`src/design/lrs_pkg.sv`:
```
`default_nettype none

package lrs_pkg;

    localparam int ROW_W        = 64;
    localparam int IDX_W        = 6;
    localparam int MASK_W       = 9;
    localparam int CFG_IDX_W    = 2;
    localparam int DEF_WIDTH    = 64;
    localparam int DEF_MAX_ROWS = 64;

    // result queue, power of two, at least 4
    localparam int Q_DEPTH = 4;
    localparam int Q_PTR_W = $clog2(Q_DEPTH);
    localparam int Q_CNT_W = Q_PTR_W + 1;

    // register indexes
    localparam logic [CFG_IDX_W-1:0] CFG_BIRTH   = CFG_IDX_W'(0);
    localparam logic [CFG_IDX_W-1:0] CFG_SURVIVE = CFG_IDX_W'(1);

    // b3/s23
    localparam logic [MASK_W-1:0] BIRTH_RESET   = MASK_W'(8);
    localparam logic [MASK_W-1:0] SURVIVE_RESET = MASK_W'(12);

    typedef struct packed {
        logic [IDX_W-1:0] row_index;
        logic [ROW_W-1:0] next_row;
        logic             gen_done;
        logic             frame_error;
    } t_result;

    typedef struct packed {
        logic [1:0] n;
        t_result    e0;
        t_result    e1;
        t_result    e2;
    } t_q_push;

endpackage

`default_nettype wire

```
`src/design/lrs_evolve.sv`:
```
`default_nettype none

module lrs_evolve
    import lrs_pkg::*;
#(
    parameter int WIDTH = DEF_WIDTH
) (
    input  wire logic [WIDTH-1:0]  i_up,
    input  wire logic [WIDTH-1:0]  i_mid,
    input  wire logic [WIDTH-1:0]  i_down,
    input  wire logic [MASK_W-1:0] i_birth,
    input  wire logic [MASK_W-1:0] i_survive,
    output logic      [WIDTH-1:0]  o_next
);

    // one cell core per column
    for (genvar x = 0; x < WIDTH; x++) begin : g_cell
        localparam int XL = (x + WIDTH - 1) % WIDTH;
        localparam int XR = (x + 1) % WIDTH;

        logic [7:0] nb;
        logic [3:0] cnt;

        assign nb = {i_up[XL], i_up[x], i_up[XR], i_mid[XL], i_mid[XR],
                     i_down[XL], i_down[x], i_down[XR]};

        always_comb begin
            cnt = 4'd0;
            for (int k = 0; k < 8; k++) begin
                cnt = cnt + 4'(nb[k]);
            end
        end

        assign o_next[x] = i_mid[x] ? i_survive[cnt] : i_birth[cnt];
    end

endmodule

`default_nettype wire

```
`config.mk`:
```
export PLATFORM = sky130hd
export DESIGN_NAME = lrs_evolve
export DESIGN_NICKNAME = d
export VERILOG_FILES = /design/src/design/lrs_pkg.sv /design/src/design/lrs_evolve.sv
export SDC_FILE = /design/constraint.sdc
export NUM_CORES = 1
export LEC_CHECK = 0
export BUFFER_PORTS_ARGS = -buffer_cell sky130_fd_sc_hd__buf_2
export CAP_MARGIN = 20
export CORE_ASPECT_RATIO = 0.7
export CORE_MARGIN = 2
export CORE_UTILIZATION = 55
export DETAILED_ROUTE_END_ITERATION = 12
export PLACE_DENSITY_LB_ADDON = 0.25
export SETUP_SLACK_MARGIN = 0.2
export SLEW_MARGIN = 0
export SYNTH_ARGS = -nofsm -noshare
export SYNTH_HDL_FRONTEND = slang
export SYNTH_SLANG_ARGS = --single-unit
```
`constraint.sdc`:
```
create_clock -name vclk -period 4.45
set_clock_uncertainty 0.2 [all_clocks]
set_input_delay 0.2225 -clock vclk [all_inputs]
set_output_delay 0.2225 -clock vclk [all_outputs]
set_load 0.05 [all_outputs]
```
==> metrics list <==
- The number of global-route vias before repair is 17,890.
- Post-Place Worst Slack: -35.2 ps
* Global router's overall resource usage: 32.1%
- Critical path fanouts, max: 3
- Measured against its own limit, the worst slew margin works out to 21.6%.
- Setup slack after layout: ~140 ps
- Leading area contributor after synthesis: mux4_2
* Part of the total power dissipated in combinational logic: 100.0%
- The finished cells cover 24,900 um^2.
* Synthesized cell area: 20,500 um^2
- Adding up every negative setup slack in the final design gives 0 ps.
- Entering global routing, the biggest net connects 65 pins.
- The die covers 38,900 um^2.
- Critical Path Start Type: input port
* Detailed-router iteration count before antenna repair: 5
- The most critical setup path has its endpoint at o_next[28].
* Initial antenna violation count: 8
- After clock tree synthesis, the flow added hold-fix buffers numbering 0.
* Fill cells: 2,761
- In this run the static leakage power is 11.5 nW.
- Across the run, the number of max-cap violations was 0.
* Wire length of the first global-routing pass: about 100 mm
* Post-synth top area share: 31.9%
- Internal power of the cells: 5.81 mW
- For this design the ratio of total power to cell area is between 400 and 500 nW/um^2.
* CP endpoint kind: primary output
- The flow ran to the end, and the final reports show no timing, DRC or antenna violations.
- Sequential elements use 0% of the synthesized area.
- At the end of routability-driven placement, the weighted congestion stood at a little over 0.9.
* Die Span Y: 166 um
- The number of different library cells used by synthesis comes to 28.
* Net count after synthesis: around 2,600
- Synth area leaders: mux4_2 (32%), fa_1 (25%), ha_1 (12%), inv_1 (8.2%), mux2_2 (3.6%)
- IR analysis of the VDD net gives a maximum drop of 477 uV.
* Setup repair after global routing missed its margin: yes
- Top-level I/O count: 274
* Endpoint required time on the critical path: 4030 ps
- Summed over all nets, the switching power comes to 5.86 mW.
- After legalization and detailed placement, the total HPWL measured 45.3 mm.
- For the pin with the worst max-slew slack, the measured transition is 1180 ps.
- The smallest clock period supported by the final layout is computed as 4310 ps.
- Wires add up to 62.7 mm.
- The critical path starts at i_up[27].
* Sequential power share: 0%
* Final standard cell count with taps included and fillers excluded: 2,647
- Summed over all layers, the global routing overflow is 0.
* Via Count: 16,632
- Per-cell routed wire length: roughly 24 um
- Placed cell count: 2,586
- In the final layout, flip-flops and latches occupy 0 um^2.
- Of the total power, the clock network draws 0%.
- Summing all placed instances gives a cell area of 22,300 um^2.
- Number of input and output port buffers inserted: roughly 270
* Final Hold Violating Endpoints: 0
- Yosys warnings: 0
- Static timing analysis puts the maximum clock frequency at roughly 0.23 GHz.
- DRC violation total after the first TritonRoute iteration: 1,461
- Relative area change from synthesis to final layout: 21.2%
- STA puts the critical path data arrival time at 3880 ps.
* Ratio of routed vias to standard cells: 6.28
- Synth Instances: 1,931
- Summing all multi-input logic gate instances after layout gives 18,800 um^2.
- DRC viols: 0
- Count of clock buffers in the final design: 0
* Path type of the worst setup path: in -> out
- Nets: 2,811
- Period utilisation layout: 96.8%
* Placeable core area: 37,000 um^2
- Horizontal die dimension: 235 um
* Max-slew violation count: 0
- The post-route netlist has 51.1% of its cells at a drive strength greater than 1.
* Initial Utilization: 55.5%
- In this run the worst hold path is classified as in -> out.
- Dividing the synthesized area by the synthesized cell count gives between 10 and 15 um^2.
- After floorplanning, the core was divided into around 60 placement rows.
- Total setup violations reported at the end of the flow: 0
- Net switching share of the total power: 50.2%
- In this run the remaining antenna-violating nets after routing total 0.
- Count of flip-flops and latches: 0
==> power groups by stage <==
stage / registers, mW / clock network, mW / logic (mW)
floorplan: 0 / 0 / 8.12
global placement: 0 / 0 / 9.72
detailed placement: 0 / 0 / 10.0
CTS: 0 / 0 / 11.1
global route: 0 / 0.000000180 / 12.5
finish: 0 / 0.000000241 / 11.7
==> stage by stage <==
stage | util, % | total power [mW] | hold WS [ps]
finish | 67.3 | 11.7 | 833
global route | 67.3 | 12.5 | 878
CTS | 64.3 | 11.1 | 846
detailed placement | 60.4 | 10.0 | 910
global placement | 60.4 | 9.72 | 910
floorplan | - | 8.12 | 757
==> per-layer routing <==
| metal | part of all wire, % | up-vias | track usage [%] |
|---|---|---|---|
| li1 | - | 7124 | - |
| met1 | 38 | 8365 | 44.0 |
| met2 | 49 | 985 | 52.8 |
| met3 | 9.4 | 156 | 4.72 |
| met4 | 3.5 | 2 | 11.1 |
| met5 | 0.021 | - | 0 |
==> placed cells by master (no fill, tap or decap), drive strengths merged <==
| cell | netlist | final |
|---|---|---|
| inv | 447 | 447 |
| buf | 29 | 406 |
| mux4 | 313 | 313 |
| fa | 256 | 256 |
| ha | 192 | 192 |
| nand2 | 118 | 118 |
| mux2 | 66 | 66 |
| a21o | 62 | 62 |
| nor2 | 59 | 59 |
| o21ai | 59 | 59 |
| nand3 | 57 | 57 |
| xor2 | 57 | 57 |
| a21oi | 14 | 14 |
| mux2i | 12 | 12 |
| diode | 0 | 8 |
| nor4 | 7 | 7 |
| nand2b | 5 | 5 |
| nand3b | 5 | 5 |
| a311o | 5 | 5 |
| nor3b | 5 | 5 |
| nor2b | 2 | 2 |
| and3b | 2 | 2 |
| o211ai | 2 | 2 |
==> synth_stat cells, drive strengths merged, types with 29 or more instances <==
| library cell | count |
|---|---|
| inv | 447 |
| mux4 | 313 |
| fa | 256 |
| ha | 192 |
| clkbuf | 157 |
| nand2 | 118 |
| mux2 | 66 |
| a21o | 62 |
| nor2 | 59 |
| o21ai | 59 |
| nand3 | 57 |
| xor2 | 57 |
| buf | 29 |
==> final cells by class <==
class,instances,share of cell area (%)
repair buffers,406,13.9
diodes,8,0.0804
inverters,447,7.84
multi-input cells,1298,75.7
well taps,488,2.45
==> how the worst min path moves through the flow <==
stage,slack (ps),from,endpoint,depth (start not counted)
after floorplan,760,i_mid[43],o_next[43],3
after global placement,910,i_mid[59],o_next[59],5
after detailed placement,910,i_mid[55],o_next[55],5
after CTS,850,i_mid[46],o_next[46],5
after global routing,880,i_mid[46],o_next[46],5
final,830,i_mid[25],o_next[25],5
==> worst max-delay path, stage by stage <==
cell     delay (ps)
buf_4           110
inv_4            40
fa_1            500
fa_1            510
fa_1            490
inv_1            40
ha_2            180
fa_1            560
mux4_2          320
mux2_4          280
a21o_1          150
a311o_1         290
buf_6           170
==> repair_timing <==
action,CTS,global route
endpoints found under the hold margin,0,0
setup buffers,22,31
resized for setup,500,281
setup endpoints to repair,63,63
pin swaps,178,227
==> cell families after synthesis <==
logic type / after synthesis / share of synthesized area [%]
mux: 391 / 38.9
xor+xnor: 57 / 2.43
fa+ha+maj: 448 / 36.6
simple gates: 260 / 5.53
compound gates: 142 / 4.36
buf+inv: 633 / 12.1
Power figures use the tool's default switching activity.
