--- src/design/lrs_pkg.sv ---
`default_nettype none

package lrs_pkg;

    localparam int ROW_W        = 64;
    localparam int IDX_W        = 6;
    localparam int MASK_W       = 9;
    localparam int CFG_IDX_W    = 2;
    localparam int DEF_WIDTH    = 64;
    localparam int DEF_MAX_ROWS = 64;

    // result queue, power of two, at least 4
    localparam int Q_DEPTH = 4;
    localparam int Q_PTR_W = $clog2(Q_DEPTH);
    localparam int Q_CNT_W = Q_PTR_W + 1;

    // register indexes
    localparam logic [CFG_IDX_W-1:0] CFG_BIRTH   = CFG_IDX_W'(0);
    localparam logic [CFG_IDX_W-1:0] CFG_SURVIVE = CFG_IDX_W'(1);

    // b3/s23
    localparam logic [MASK_W-1:0] BIRTH_RESET   = MASK_W'(8);
    localparam logic [MASK_W-1:0] SURVIVE_RESET = MASK_W'(12);

    typedef struct packed {
        logic [IDX_W-1:0] row_index;
        logic [ROW_W-1:0] next_row;
        logic             gen_done;
        logic             frame_error;
    } t_result;

    typedef struct packed {
        logic [1:0] n;
        t_result    e0;
        t_result    e1;
        t_result    e2;
    } t_q_push;

endpackage

`default_nettype wire

--- src/design/lrs_outq.sv ---
`default_nettype none

module lrs_outq
    import lrs_pkg::*;
(
    input  wire logic    i_clk,
    input  wire logic    i_rst_n,
    input  wire t_q_push i_push,
    input  wire logic    i_pop_stall,
    output logic         o_valid,
    output t_result      o_head,
    output logic         o_nearly_full
);

    t_result r_mem [Q_DEPTH];

    logic [Q_PTR_W-1:0] r_head, n_head;
    logic [Q_PTR_W-1:0] r_tail, n_tail;
    logic [Q_CNT_W-1:0] r_cnt, n_cnt;
    logic               pop;

    assign o_valid       = (r_cnt != '0);
    assign o_head        = r_mem[r_head];
    // room for a full burst of three results
    assign o_nearly_full = (r_cnt > Q_CNT_W'(Q_DEPTH - 3));
    assign pop           = o_valid && !i_pop_stall;

    always_comb begin
        n_head = r_head + Q_PTR_W'(pop);
        n_tail = r_tail + Q_PTR_W'(i_push.n);
        n_cnt  = r_cnt + Q_CNT_W'(i_push.n) - Q_CNT_W'(pop);
    end

    always_ff @(posedge i_clk) begin
        if (!i_rst_n) begin
            r_head <= '0;
            r_tail <= '0;
            r_cnt  <= '0;
        end else begin
            r_head <= n_head;
            r_tail <= n_tail;
            r_cnt  <= n_cnt;
        end
    end

    // pack the burst into consecutive slots
    always_ff @(posedge i_clk) begin
        if (i_push.n >= 2'd1) begin
            r_mem[r_tail] <= i_push.e0;
        end
        if (i_push.n >= 2'd2) begin
            r_mem[r_tail + Q_PTR_W'(1)] <= i_push.e1;
        end
        if (i_push.n == 2'd3) begin
            r_mem[r_tail + Q_PTR_W'(2)] <= i_push.e2;
        end
    end

endmodule

`default_nettype wire

--- config.mk ---
export PLATFORM = sky130hd
export DESIGN_NAME = lrs_outq
export DESIGN_NICKNAME = d
export VERILOG_FILES = /design/src/design/lrs_pkg.sv /design/src/design/lrs_outq.sv
export SDC_FILE = /design/constraint.sdc
export NUM_CORES = 1
export LEC_CHECK = 0
export BUFFER_PORTS_ARGS = -buffer_cell sky130_fd_sc_hd__buf_2
export CAP_MARGIN = 15
export CORE_UTILIZATION = 30
export DETAILED_ROUTE_END_ITERATION = 10
export SLEW_MARGIN = 20
export SYNTH_ARGS = -nofsm -noshare
export SYNTH_HDL_FRONTEND = slang
export SYNTH_SLANG_ARGS = --single-unit
--- constraint.sdc ---
create_clock -name i_clk -period 10 [get_ports i_clk]
set_input_delay 2 -clock i_clk [delete_from_list [all_inputs] [get_ports i_clk]]
set_output_delay 2 -clock i_clk [all_outputs]
set_load 0.005 [all_outputs]
==> results by group <==
Synthesis
  • Mux cell area share after synthesis: 0.09769
  • Synth top area share: 0.5210
  • Post-synthesis adder-cell area fraction: 0.003467
  • Area leader, netlist: edfxtp_1
  • Ranking of synthesized cells by area: edfxtp_1 (52%), nand2_1 (13%), a31oi_1 (11%)
  • Seq/Total Area, Yosys: 0.5294
  • Most frequent cell after synthesis: nand2_1
  • Synthesized net count: between 1.5k and 2k
  • Area share of xor/xnor cells in the synthesized design: 0.002110
  • Synth Warn #: 0
  • Compound-Gate Fraction of Synth Area: 0.1128
  • Post-synth ARST share: 0
  • Largest family of logic cells by synthesized area: simple AND/OR/NAND/NOR gates
  • Post-synthesis average cell area: 9.657 µm²
  • EDFF count, synth: approximately 290
  • Top FF cell, synth: edfxtp_1
  • Cells after synthesis: between 1.5k and 2k
  • Library cells used by synthesis: 35
  • Synth Cell Area: between 15000 and 20000 µm²
  • Synth top cells by count: nand2_1 (579), nor2_1 (290), a31oi_1 (288), edfxtp_1 (288), buf_2 (85)
  • Synthesized flop and latch total: just under 300
  • Simple-Gate Fraction of Synth Area: 0.2072

Route
  • Vias: around 15k
  • DR pass1 iterations: 8
  • Avg WL per Cell: approximately 22 µm
  • Total Routed Length: 58770 µm
  • DR vias/cell: 5.515
  • Number of remaining DRC errors: 0
  • Post-route ant nets: 0
  • 1st-iter DRT viols: about 1.5k

Clock tree
  • Latest clock arrival within the worst-skew pair: 0.54 ns
  • Clk root buf: clkbuf_16
  • Hold buffers post-CTS: 0
  • TritonCTS clock tree: built
  • # H-tree levels: 2
  • Clock transition at path regs: 0.05 ns
  • Clock sinks: slightly below 300
  • Clock Path Buffers: 3
  • Post-cts sizing count: 0
  • Post-CTS setup buffers: 0
  • CTS Buf Count: 37

Setup path
  • Worst setup SP type: register
  • Setup crit end kind: output port
  • FF-to-FF End: r_mem[1][9]
  • CP top delay family: buffers and inverters
  • Reg2reg start: r_tail[0]
  • CP max stage delay: approximately 0.76 ns
  • CP cell instances: buf_6 > mux4_2 > buf_2
  • Critical setup path kind: register to output port
  • Critical path origin: r_head[0]
  • Largest fanout on the critical path: between 40 and 50
  • CP Buf/Inv Count: 2
  • Master of the slowest instance on the critical path: dfxtp_4
  • Worst Reg2Reg Path Length in Cells: 4
  • WP data arrival: ~2.8 ns
  • Reg-to-reg slack, setup: 7.00 ns
  • Worst EP required: roughly 8.0 ns

Pwr
  • Static Leak: around 0.0076 µW
  • Max IR drop VDD: between 100 and 150 µV
  • PwrDens: 201.2 nW/µm²
  • Total power: 3972 µW

GRT
  • Total GRT Usage: 0.2053
  • Grt ovf: 0
  • Global-route wire length before repair: 86840 µm
  • Vias in the first global route: roughly 14k
  • Pin count of the biggest net entering global routing: ~80
  • Antenna violations before repair: 13

STA
  • Worst setup margin: approximately 5.2 ns
  • Slew HR: 0.3275
  • Setup TNS: 0 ns
  • RSZ-0062 raised after global routing: false
  • Fmax: between 0.2 and 0.25 GHz
  • Worst Skew: between 0.01 and 0.015 ns
  • Worst slew pin tran: 1.009 ns
  • Slew Viols, Final: 0
  • Count of endpoints failing setup in the final report: 0
  • Final Critical Period: between 4 and 5 ns
  • Crit share post-route: 0.4807
  • Endpoints failing hold: 0

Status
  • Result of the run: complete, no violations

Placement
  • Port Buffers: 294
  • DP Worst Slack: 5.351 ns
  • Placed instance count: between 2k and 3k
  • GPL Wtd Cong: ~0.83
  • Hpwl dp: between 30000 and 40000 µm

Worst hold path
  • Hold Crit Class: register to register
  • Hold Path Origin: r_cnt[2]
  • Hold EP: r_cnt[2]
  • Hold depth: 2

Floorplanning
  • IO Pins: ~300
  • Rows: 85
  • Die area: 56280 µm²
  • Chip Width: roughly 240 µm
  • Starting Density: 0.3060
  • Core area: about 54000 µm²
  • Die height: between 200 and 250 µm

Layout
  • Area growth syn-to-layout: 18.95%
  • Layout Cells excl Fill: 2660
  • Nets: around 2.2k
  • Share of layout cells above drive strength 1: 0.2343

Flow run
  • Max cap viols: 0
[layout by cell type (no fill, tap or decap), drive strengths merged]
master    instances
a21boi            2
a21o              1
a221oi            2
a31oi           288
and2              4
and3              1
and3b             2
buf             323
bufinv            5
clkbuf           50
clkinv            7
clkinvlp          1
dfxtp             7
diode             5
edfxtp          288
fa                1
ha                3
inv               7
mux4             72
nand2           579
nand2b            1
nand3             1
nand3b            2
nand4             1
nand4b            2
nand4bb           1
nor2            290
nor2b             1
nor3              2
nor3b             1
o21ai             6
or2               1
or3               2
or3b              1
xnor2             3
xor2              1
[metrics by stage]
step,hold slack (ns),area (µm²),util
3_3_place_gp,0.5899,18520,0.3414
2_1_floorplan,0.4952,16600,-
3_5_place_dp,0.5806,18520,0.3414
5_1_grt,0.6395,19740,0.3639
6_report,0.6033,19750,0.3640
4_1_cts,0.6015,19730,0.3637
[metal layers]
metal | global-route usage | part of all wire
met1 | 0.2635 | 0.40
met2 | 0.3348 | 0.47
met3 | 0.05052 | 0.11
met4 | 0.07586 | 0.026
met5 | 0 | 0.0018
[state kept, by name, indices dropped and copies added, names as in the netlist]
register	cells
r_mem	288
r_tail	2
r_head	2
r_cnt	3
[worst max-delay path by stage]
stage / end / slack (ns) / depth (start not counted)
2_1_floorplan: r_mem[0][0] / 1.44 / 4
3_3_place_gp: o_head[0] / 5.40 / 3
3_5_place_dp: o_head[41] / 5.35 / 3
4_1_cts: o_head[62] / 4.78 / 3
5_1_grt: o_head[41] / 4.96 / 3
6_report: o_head[62] / 5.19 / 3
[power breakdown]
group	switching [µW]	leakage, µW	internal [µW]
clock	526	0.000587	840
combinational	533	0.00421	391
sequential	85.8	0.00282	1600
[kinds of logic (layout without fill, tap and decap cells)]
logic type | Yosys count | in the layout
adder cells (fa/ha/maj) | 4 | 4
multiplexers | 72 | 72
AND/OR/NAND/NOR | 892 | 892
AO/OA/AOI/OAI | 299 | 299
buffers and inverters | 153 | 393
other | 0 | 5
XOR/XNOR | 4 | 4
flip-flops | 295 | 295
[worst register-to-register path, stage by stage (launching register included)]
cell and delay (ns):
dfxtp_1 0.88, nand2_1 0.31, o21ai_4 0.19, buf_4 0.55, buf_4 0.69
[layout make-up]
class | count | area, µm²
clock inverter | 14 | 196.4
inverter | 6 | 22.52
fill | 5372 | 34490
timing repair buffer | 323 | 1693
antenna | 5 | 12.51
multi-input combinational | 1271 | 7137
sequential | 295 | 8796
tap | 696 | 870.8
clock buffer | 50 | 1017
No activity file was read; power rests on OpenSTA's default activity.
